$ cat src/spq_pkg.sv
`timescale 1ns / 1ps
// ----------------------------------------------------------------------------
// spq_pkg
// shared types and constants of the sorted priority queue
// ----------------------------------------------------------------------------
package spq_pkg;

    localparam int VAL_W     = 32;
    localparam int PRI_W     = 8;
    localparam int ENT_W     = VAL_W + PRI_W;
    localparam int CMD_W     = 2;
    localparam int CNT_OUT_W = 5;

    localparam logic [CMD_W-1:0] CMD_PUSH  = 2'd0;
    localparam logic [CMD_W-1:0] CMD_POP   = 2'd1;
    localparam logic [CMD_W-1:0] CMD_CLEAR = 2'd2;

    typedef enum logic [2:0] {
        S_IDLE,
        S_PUSH_CMP,
        S_PUSH_INS,
        S_POP_HEAD,
        S_POP_SHIFT,
        S_DONE
    } t_state;

    typedef struct packed {
        logic [VAL_W-1:0] popped_value;
        logic             popped;
        logic             push_dropped;
    } t_result;

endpackage

$ cat src/spq_ram.sv
`timescale 1ns / 1ps
// ----------------------------------------------------------------------------
// spq_ram
// generic single write, single read ram with registered read data
// ----------------------------------------------------------------------------
module spq_ram #(
    parameter int WIDTH = 40,
    parameter int DEPTH = 16
) (
    input  logic                     i_clk,
    input  logic                     i_we,
    input  logic [$clog2(DEPTH)-1:0] i_waddr,
    input  logic [WIDTH-1:0]         i_wdata,
    input  logic [$clog2(DEPTH)-1:0] i_raddr,
    output logic [WIDTH-1:0]         o_rdata
);

    logic [WIDTH-1:0] r_mem [DEPTH];
    logic [WIDTH-1:0] r_rdata;

    always_ff @(posedge i_clk) begin
        if (i_we) begin
            r_mem[i_waddr] <= i_wdata;
        end
        r_rdata <= r_mem[i_raddr];
    end

    assign o_rdata = r_rdata;

endmodule

$ cat src/spq_engine.sv
`timescale 1ns / 1ps
// ----------------------------------------------------------------------------
// spq_engine
// sequencer with one priority comparator that shifts entries one per cycle
// ----------------------------------------------------------------------------
module spq_engine #(
    parameter int DEPTH = 16
) (
    input  logic                          i_clk,
    input  logic                          i_rst_n,
    input  logic                          i_valid,
    output logic                          o_ready,
    input  logic [spq_pkg::CMD_W-1:0]     i_cmd,
    input  logic [spq_pkg::VAL_W-1:0]     i_value,
    input  logic [spq_pkg::PRI_W-1:0]     i_priority,
    output logic                          o_ram_we,
    output logic [$clog2(DEPTH)-1:0]      o_ram_waddr,
    output logic [spq_pkg::ENT_W-1:0]     o_ram_wdata,
    output logic [$clog2(DEPTH)-1:0]      o_ram_raddr,
    input  logic [spq_pkg::ENT_W-1:0]     i_ram_rdata,
    output logic                          o_done,
    input  logic                          i_out_free,
    output spq_pkg::t_result              o_res,
    output logic [$clog2(DEPTH+1)-1:0]    o_count
);
    import spq_pkg::*;

    localparam int AW = $clog2(DEPTH);
    localparam int CW = $clog2(DEPTH + 1);

    t_state           r_state, n_state;
    logic [AW-1:0]    r_idx, n_idx;
    logic [CW-1:0]    r_count, n_count;
    logic [VAL_W-1:0] r_val, n_val;
    logic [PRI_W-1:0] r_pri, n_pri;
    logic [VAL_W-1:0] r_pop_val, n_pop_val;
    logic             r_popped, n_popped;
    logic             r_dropped, n_dropped;

    logic [CW-1:0]    w_cnt_m1;
    logic [AW-1:0]    w_last;
    logic             w_full;
    logic [PRI_W-1:0] w_rd_pri;
    logic [VAL_W-1:0] w_rd_val;

    assign w_cnt_m1 = r_count - CW'(1);
    assign w_last   = w_cnt_m1[AW-1:0];
    assign w_full   = (r_count == CW'(DEPTH));
    assign w_rd_pri = i_ram_rdata[PRI_W-1:0];
    assign w_rd_val = i_ram_rdata[ENT_W-1:PRI_W];

    always_ff @(posedge i_clk) begin
        if (!i_rst_n) begin
            r_state <= S_IDLE;
            r_count <= '0;
        end else begin
            r_state <= n_state;
            r_count <= n_count;
        end
        r_idx     <= n_idx;
        r_val     <= n_val;
        r_pri     <= n_pri;
        r_pop_val <= n_pop_val;
        r_popped  <= n_popped;
        r_dropped <= n_dropped;
    end

    always_comb begin
        n_state     = r_state;
        n_idx       = r_idx;
        n_count     = r_count;
        n_val       = r_val;
        n_pri       = r_pri;
        n_pop_val   = r_pop_val;
        n_popped    = r_popped;
        n_dropped   = r_dropped;
        o_ready     = 1'b0;
        o_done      = 1'b0;
        o_ram_we    = 1'b0;
        o_ram_waddr = r_idx;
        o_ram_wdata = {r_val, r_pri};
        o_ram_raddr = r_idx;
        case (r_state)
            S_IDLE: begin
                o_ready     = 1'b1;
                o_ram_raddr = (i_cmd == CMD_POP) ? '0 : w_last;
                if (i_valid) begin
                    n_val     = i_value;
                    n_pri     = i_priority;
                    n_pop_val = '0;
                    n_popped  = 1'b0;
                    n_dropped = 1'b0;
                    n_state   = S_DONE;
                    case (i_cmd)
                        CMD_PUSH: begin
                            if (w_full) begin
                                n_dropped = 1'b1;
                            end else if (r_count == '0) begin
                                o_ram_we    = 1'b1;
                                o_ram_waddr = '0;
                                o_ram_wdata = {i_value, i_priority};
                                n_count     = r_count + CW'(1);
                            end else begin
                                n_idx   = w_last;
                                n_state = S_PUSH_CMP;
                            end
                        end
                        CMD_POP: begin
                            if (r_count != '0) begin
                                n_state = S_POP_HEAD;
                            end
                        end
                        CMD_CLEAR: begin
                            n_count = '0;
                        end
                        default: begin
                            n_state = S_DONE;
                        end
                    endcase
                end
            end
            S_PUSH_CMP: begin
                o_ram_raddr = r_idx - AW'(1);
                o_ram_we    = 1'b1;
                o_ram_waddr = r_idx + AW'(1);
                if (w_rd_pri < r_pri) begin
                    o_ram_wdata = i_ram_rdata;
                    if (r_idx == '0) begin
                        n_state = S_PUSH_INS;
                    end else begin
                        n_idx = r_idx - AW'(1);
                    end
                end else begin
                    n_count = r_count + CW'(1);
                    n_state = S_DONE;
                end
            end
            S_PUSH_INS: begin
                o_ram_we    = 1'b1;
                o_ram_waddr = '0;
                n_count     = r_count + CW'(1);
                n_state     = S_DONE;
            end
            S_POP_HEAD: begin
                n_pop_val   = w_rd_val;
                n_popped    = 1'b1;
                o_ram_raddr = AW'(1);
                n_idx       = AW'(1);
                if (r_count == CW'(1)) begin
                    n_count = w_cnt_m1;
                    n_state = S_DONE;
                end else begin
                    n_state = S_POP_SHIFT;
                end
            end
            S_POP_SHIFT: begin
                o_ram_raddr = r_idx + AW'(1);
                o_ram_we    = 1'b1;
                o_ram_waddr = r_idx - AW'(1);
                o_ram_wdata = i_ram_rdata;
                if (r_idx == w_last) begin
                    n_count = w_cnt_m1;
                    n_state = S_DONE;
                end else begin
                    n_idx = r_idx + AW'(1);
                end
            end
            S_DONE: begin
                o_done = 1'b1;
                if (i_out_free) begin
                    n_state = S_IDLE;
                end
            end
            default: begin
                n_state = S_IDLE;
            end
        endcase
    end

    assign o_res.popped_value = r_pop_val;
    assign o_res.popped       = r_popped;
    assign o_res.push_dropped = r_dropped;
    assign o_count            = r_count;

    a_count_bound: assert property (@(posedge i_clk) disable iff (!i_rst_n)
        r_count <= CW'(DEPTH))
        else $error("entry count above depth");

    a_no_write_idle: assert property (@(posedge i_clk) disable iff (!i_rst_n)
        (r_state == S_IDLE && !i_valid) |-> !o_ram_we)
        else $error("store written while idle");

    a_clear_empties: assert property (@(posedge i_clk) disable iff (!i_rst_n)
        (r_state == S_IDLE && i_valid && i_cmd == CMD_CLEAR) |=> (r_count == '0))
        else $error("clear left entries");

    a_done_flags: assert property (@(posedge i_clk) disable iff (!i_rst_n)
        (r_state == S_DONE) |-> !(r_popped && r_dropped))
        else $error("pop and drop flagged together");

endmodule

$ cat src/sorted_priority_queue_top.sv
`timescale 1ns / 1ps
// clear, unused command, empty pop and push when full or empty: the engine goes straight to its done state
// push: entries from the tail with lower priority move down one place each, then the new one is written
// pop: the head is read out, then the entries behind it move up one place each
// one operation at a time, paced by the one read, one write port store and its one comparator
// reset: synchronous, clears the count and the control state, store contents are kept
// ----------------------------------------------------------------------------
// sorted_priority_queue_top
// priority queue kept sorted in a ram, with a registered result stage
// ----------------------------------------------------------------------------
module sorted_priority_queue_top #(
    parameter int DEPTH = 16
) (
    input  logic                              i_clk,
    input  logic                              i_rst_n,
    input  logic                              i_valid,
    output logic                              o_ready,
    input  logic [spq_pkg::CMD_W-1:0]         i_cmd,
    input  logic signed [spq_pkg::VAL_W-1:0]  i_push_value,
    input  logic [spq_pkg::PRI_W-1:0]         i_push_priority,
    output logic                              o_valid,
    input  logic                              i_ready,
    output logic signed [spq_pkg::VAL_W-1:0]  o_popped_value,
    output logic                              o_popped,
    output logic                              o_push_dropped,
    output logic [spq_pkg::CNT_OUT_W-1:0]     o_entry_count,
    output logic                              o_is_empty,
    output logic                              o_is_full
);
    import spq_pkg::*;

    localparam int AW = $clog2(DEPTH);
    localparam int CW = $clog2(DEPTH + 1);

    logic             w_ram_we;
    logic [AW-1:0]    w_ram_waddr;
    logic [ENT_W-1:0] w_ram_wdata;
    logic [AW-1:0]    w_ram_raddr;
    logic [ENT_W-1:0] w_ram_rdata;
    logic             w_done;
    logic             w_out_free;
    t_result          w_res;
    logic [CW-1:0]    w_count;

    logic                 r_o_valid;
    logic [VAL_W-1:0]     r_popped_value;
    logic                 r_popped;
    logic                 r_push_dropped;
    logic [CNT_OUT_W-1:0] r_entry_count;
    logic                 r_is_empty;
    logic                 r_is_full;

    spq_ram #(
        .WIDTH (ENT_W),
        .DEPTH (DEPTH)
    ) u_store (
        .i_clk   (i_clk),
        .i_we    (w_ram_we),
        .i_waddr (w_ram_waddr),
        .i_wdata (w_ram_wdata),
        .i_raddr (w_ram_raddr),
        .o_rdata (w_ram_rdata)
    );

    spq_engine #(
        .DEPTH (DEPTH)
    ) u_engine (
        .i_clk       (i_clk),
        .i_rst_n     (i_rst_n),
        .i_valid     (i_valid),
        .o_ready     (o_ready),
        .i_cmd       (i_cmd),
        .i_value     (i_push_value),
        .i_priority  (i_push_priority),
        .o_ram_we    (w_ram_we),
        .o_ram_waddr (w_ram_waddr),
        .o_ram_wdata (w_ram_wdata),
        .o_ram_raddr (w_ram_raddr),
        .i_ram_rdata (w_ram_rdata),
        .o_done      (w_done),
        .i_out_free  (w_out_free),
        .o_res       (w_res),
        .o_count     (w_count)
    );

    assign w_out_free = !r_o_valid || i_ready;

    // result stage, loaded when the previous result has gone
    always_ff @(posedge i_clk) begin
        if (!i_rst_n) begin
            r_o_valid <= 1'b0;
        end else if (w_done && w_out_free) begin
            r_o_valid <= 1'b1;
        end else if (i_ready) begin
            r_o_valid <= 1'b0;
        end
        if (w_done && w_out_free) begin
            r_popped_value <= w_res.popped_value;
            r_popped       <= w_res.popped;
            r_push_dropped <= w_res.push_dropped;
            r_entry_count  <= CNT_OUT_W'(w_count);
            r_is_empty     <= (w_count == '0);
            r_is_full      <= (w_count == CW'(DEPTH));
        end
    end

    assign o_valid        = r_o_valid;
    assign o_popped_value = r_popped_value;
    assign o_popped       = r_popped;
    assign o_push_dropped = r_push_dropped;
    assign o_entry_count  = r_entry_count;
    assign o_is_empty     = r_is_empty;
    assign o_is_full      = r_is_full;

endmodule

$ cat config.mk
export PLATFORM = sky130hd
export DESIGN_NAME = sorted_priority_queue_top
export DESIGN_NICKNAME = d
export VERILOG_FILES = /design/src/spq_pkg.sv /design/src/spq_ram.sv /design/src/spq_engine.sv /design/src/sorted_priority_queue_top.sv
export SDC_FILE = /design/constraint.sdc
export NUM_CORES = 1
export LEC_CHECK = 0
export BUFFER_PORTS_ARGS = -buffer_cell sky130_fd_sc_hd__buf_2
export CAP_MARGIN = 20
export CORE_MARGIN = 2
export CORE_UTILIZATION = 40
export DETAILED_ROUTE_END_ITERATION = 10
export PLACE_DENSITY = 0.55
export SYNTH_ARGS = -nofsm -noshare
export SYNTH_HDL_FRONTEND = slang
export SYNTH_SLANG_ARGS = --single-unit
$ cat constraint.sdc
create_clock -name i_clk -period 6.02 [get_ports i_clk]
set_input_delay 1.204 -clock i_clk [delete_from_list [all_inputs] [get_ports i_clk]]
set_output_delay 1.204 -clock i_clk [all_outputs]
set_load 0.01 [all_outputs]
==> impl_metrics.py <==
metrics = {
    "status": {
        "run_status": "finished clean",
    },
    "floorplanning": {
        "placementRows": 104,
        "boundaryPins": 89,
        "dieArea_mm2": 0.0837,
        "die_h_um": 289,
        "initial_core_util": 0.404,
        "core_mm2": 0.0805,
        "die_w_um": 289,
    },
    "clocking": {
        "cts.sinks": 808,
        "clkLatencyLatePin_ns": 0.64,
        "cts_tree": "yes",
        "cts_buffers": 84,
        "post_cts_buffers": 0,
        "root_buffer": "clkbuf_16",
        "cts_htree_levels": 3,
        "cts_hold_buf": 0,
        "post_cts_resized": 0,
        "clk_path_buf_depth": 3,
        "clk_pin_slew_ns": 0.07,
    },
    "critical_path": {
        "cp-start-kind": "flop",
        "cp.arrival_ns": 4.73,
        "required_ns": 6.52,
        "critPathCaptureType": "flop",
        "path_max_fanout": 92,
        "crit_type": "reg2reg",
    },
    "final_layout": {
        "drive_gt1_frac": 0.174,
        "area_growth_pct": 14.9,
        "final_common_cell": "edfxtp_1",
        "nets": 2124,
        "num_antenna_cells": 0,
        "post-route-util": 0.464,
        "layout_common_cells": "edfxtp_1, mux2i_1, and3_1",
    },
    "timing": {
        "final.setup_skew_ns": 0.0213,
        "fmax_mhz": 237,
        "maxSlewHeadroom": 0.273,
        "finalSetupTns_ns": 0,
        "fin_crit_sh": 0.702,
        "hold_viol": 0,
        "post-route-min-period_ns": 4.23,
        "worst_pin_slew_ns": 1.09,
        "slew_viol_final": 0,
        "rsz0062_at_grt": "false",
        "setup_viol_count_final": 0,
    },
    "grt": {
        "grt_pass1_vias": 18600,
        "grt_usage": 0.208,
        "grt_pass1_wl_um": 126000,
        "antenna_found_initial": 3,
        "grt_max_degree": 120,
        "overflow": 0,
    },
    "logic_synthesis": {
        "async_flop_share": 0,
        "yosysUniqueCellTypes": 77,
        "yosysSeqAreaShare": 0.731,
        "synthFlopType": "edfxtp_1",
        "synth_cells": 1972,
        "synth_edf_count": 759,
        "synth_seq_cells": 808,
        "netlist_area_mm2": 0.0325,
        "yosys_warnings": 0,
        "syn_avg_cell_area_um2": 16.5,
        "syn_nets": 2031,
    },
    "routing": {
        "vias_per_cell": 5.86,
        "vias": 18700,
        "dr.pass1.iters": 7,
        "drt_iter0_drc": 1880,
        "drc": 0,
        "drtAntennaViolNets": 0,
        "wl_um": 87900,
        "wire_per_inst_um": 27.5,
    },
    "placement": {
        "hpwl_um": 47600,
        "place_congestion": 0.821,
        "numPortBuffers": 88,
    },
    "worst_hold_path": {
        "hold_path_class": "reg2reg",
    },
    "run": {
        "maxCapViolations": 0,
    },
}
-- state kept, by name, indices dropped and copies added, names as in the netlist --
register and cells:
u_engine.r_pri 8, u_engine.r_state 3, o_is_full 1, o_entry_count 5
o_valid 1, u_engine.r_popped 1, u_engine.o_count 5, o_popped 1
u_store.r_mem 640, u_engine.r_pop_val 32, u_engine.r_idx 4, o_push_dropped 1
u_store.o_rdata 40, o_is_empty 1, o_popped_value 32, u_engine.r_val 32
u_engine.r_dropped 1
-- stage by stage --
stage               instances  cell area, um^2  setup WS (ns)  hold WS, ns
finish                   3196            37400           1.79        0.417
floorplan                1972            32500           1.40        0.400
global placement         3028            34400           1.62        0.404
global route             3196            37400           1.50        0.426
CTS                      3186            37300           1.75        0.413
detailed placement       3029            34400           1.54        0.405
-- Yosys cell counts, drive strengths merged, types with 3 or more instances --
cell type | instances | area, um^2
o2bb2ai | 23 | 201
edfxtp | 759 | 22800
a2111oi | 80 | 701
and2 | 58 | 365
nor2b | 5 | 31.3
nand2 | 41 | 164
o211a | 20 | 200
a221o | 102 | 1020
nor3b | 5 | 52.6
ha | 13 | 163
a21o | 3 | 22.5
o22ai | 4 | 25.0
a211oi | 43 | 328
nand2b | 8 | 50.1
mux2i | 162 | 1620
o21ai | 58 | 290
o32ai | 39 | 484
mux2 | 41 | 462
clkbuf | 100 | 375
nand4 | 4 | 25.0
or2 | 4 | 25.0
a211o | 3 | 26.3
nor4b | 4 | 47.6
xor2 | 5 | 43.8
xnor2 | 4 | 35.0
inv | 20 | 77.6
nor2 | 42 | 158
and3 | 121 | 757
buf | 50 | 319
dfxtp | 49 | 981
nand3 | 4 | 25.0
nor3 | 10 | 50.1
a22oi | 6 | 45.0
a31oi | 3 | 18.8
a21oi | 40 | 204
a221oi | 5 | 43.8
o21a | 3 | 22.5
-- final timing paths --
kind	startpoint	cells after the start	end	slack [ns]
setup / recovery	u_engine.o_count[0]$_SDFFE_PN0P_	9	u_store.o_rdata[27]$_DFF_P_	1.79
hold / removal	u_engine.r_pop_val[24]$_SDFFCE_PN0P_	0	o_popped_value[24]$_DFFE_PP_	0.42
setup reg to reg	u_engine.o_count[0]$_SDFFE_PN0P_	9	u_store.o_rdata[27]$_DFF_P_	1.79
hold reg to reg	u_engine.r_pop_val[24]$_SDFFCE_PN0P_	0	o_popped_value[24]$_DFFE_PP_	0.42
-- layout make-up --
class | count | area, um^2
fill | 6839 | 43200
sequential | 808 | 23800
multi-input combinational | 994 | 8210
clock buffer | 116 | 2410
tap | 1060 | 1330
timing repair buffer | 157 | 1090
clock inverter | 41 | 499
inverter | 20 | 77.6
-- worst max-delay path, cell delays in order, from the launching register on --
cell,delay [ns]
dfxtp_1,0.68
inv_1,0.28
ha_1,0.52
inv_1,0.12
a311oi_4,0.42
nand2_8,0.53
buf_12,0.47
a2111oi_0,0.59
a221o_1,0.19
o32ai_1,0.08
-- cell families after synthesis --
group,synth area share
adders and majority gates,0.00500
AOI/OAI and AO/OA,0.118
and+or+nand+nor,0.0565
muxes,0.0640
xor gates and xnor gates,0.00242
buffers and inverters,0.0237
DFF,0.731
-- layer usage --
metal  wire, um  GRT usage  up-vias  share of wire
li1           -          -     8273              -
met1      38800      0.292     9680           0.44
met4       2340     0.0709        2          0.027
met2      41000      0.328      644           0.47
met5        138     0.0119        -         0.0016
met3       5570     0.0355      138          0.063
Power is not shown: default switching activity piles up to over one toggle a cycle in this logic, so the estimate is an artifact.
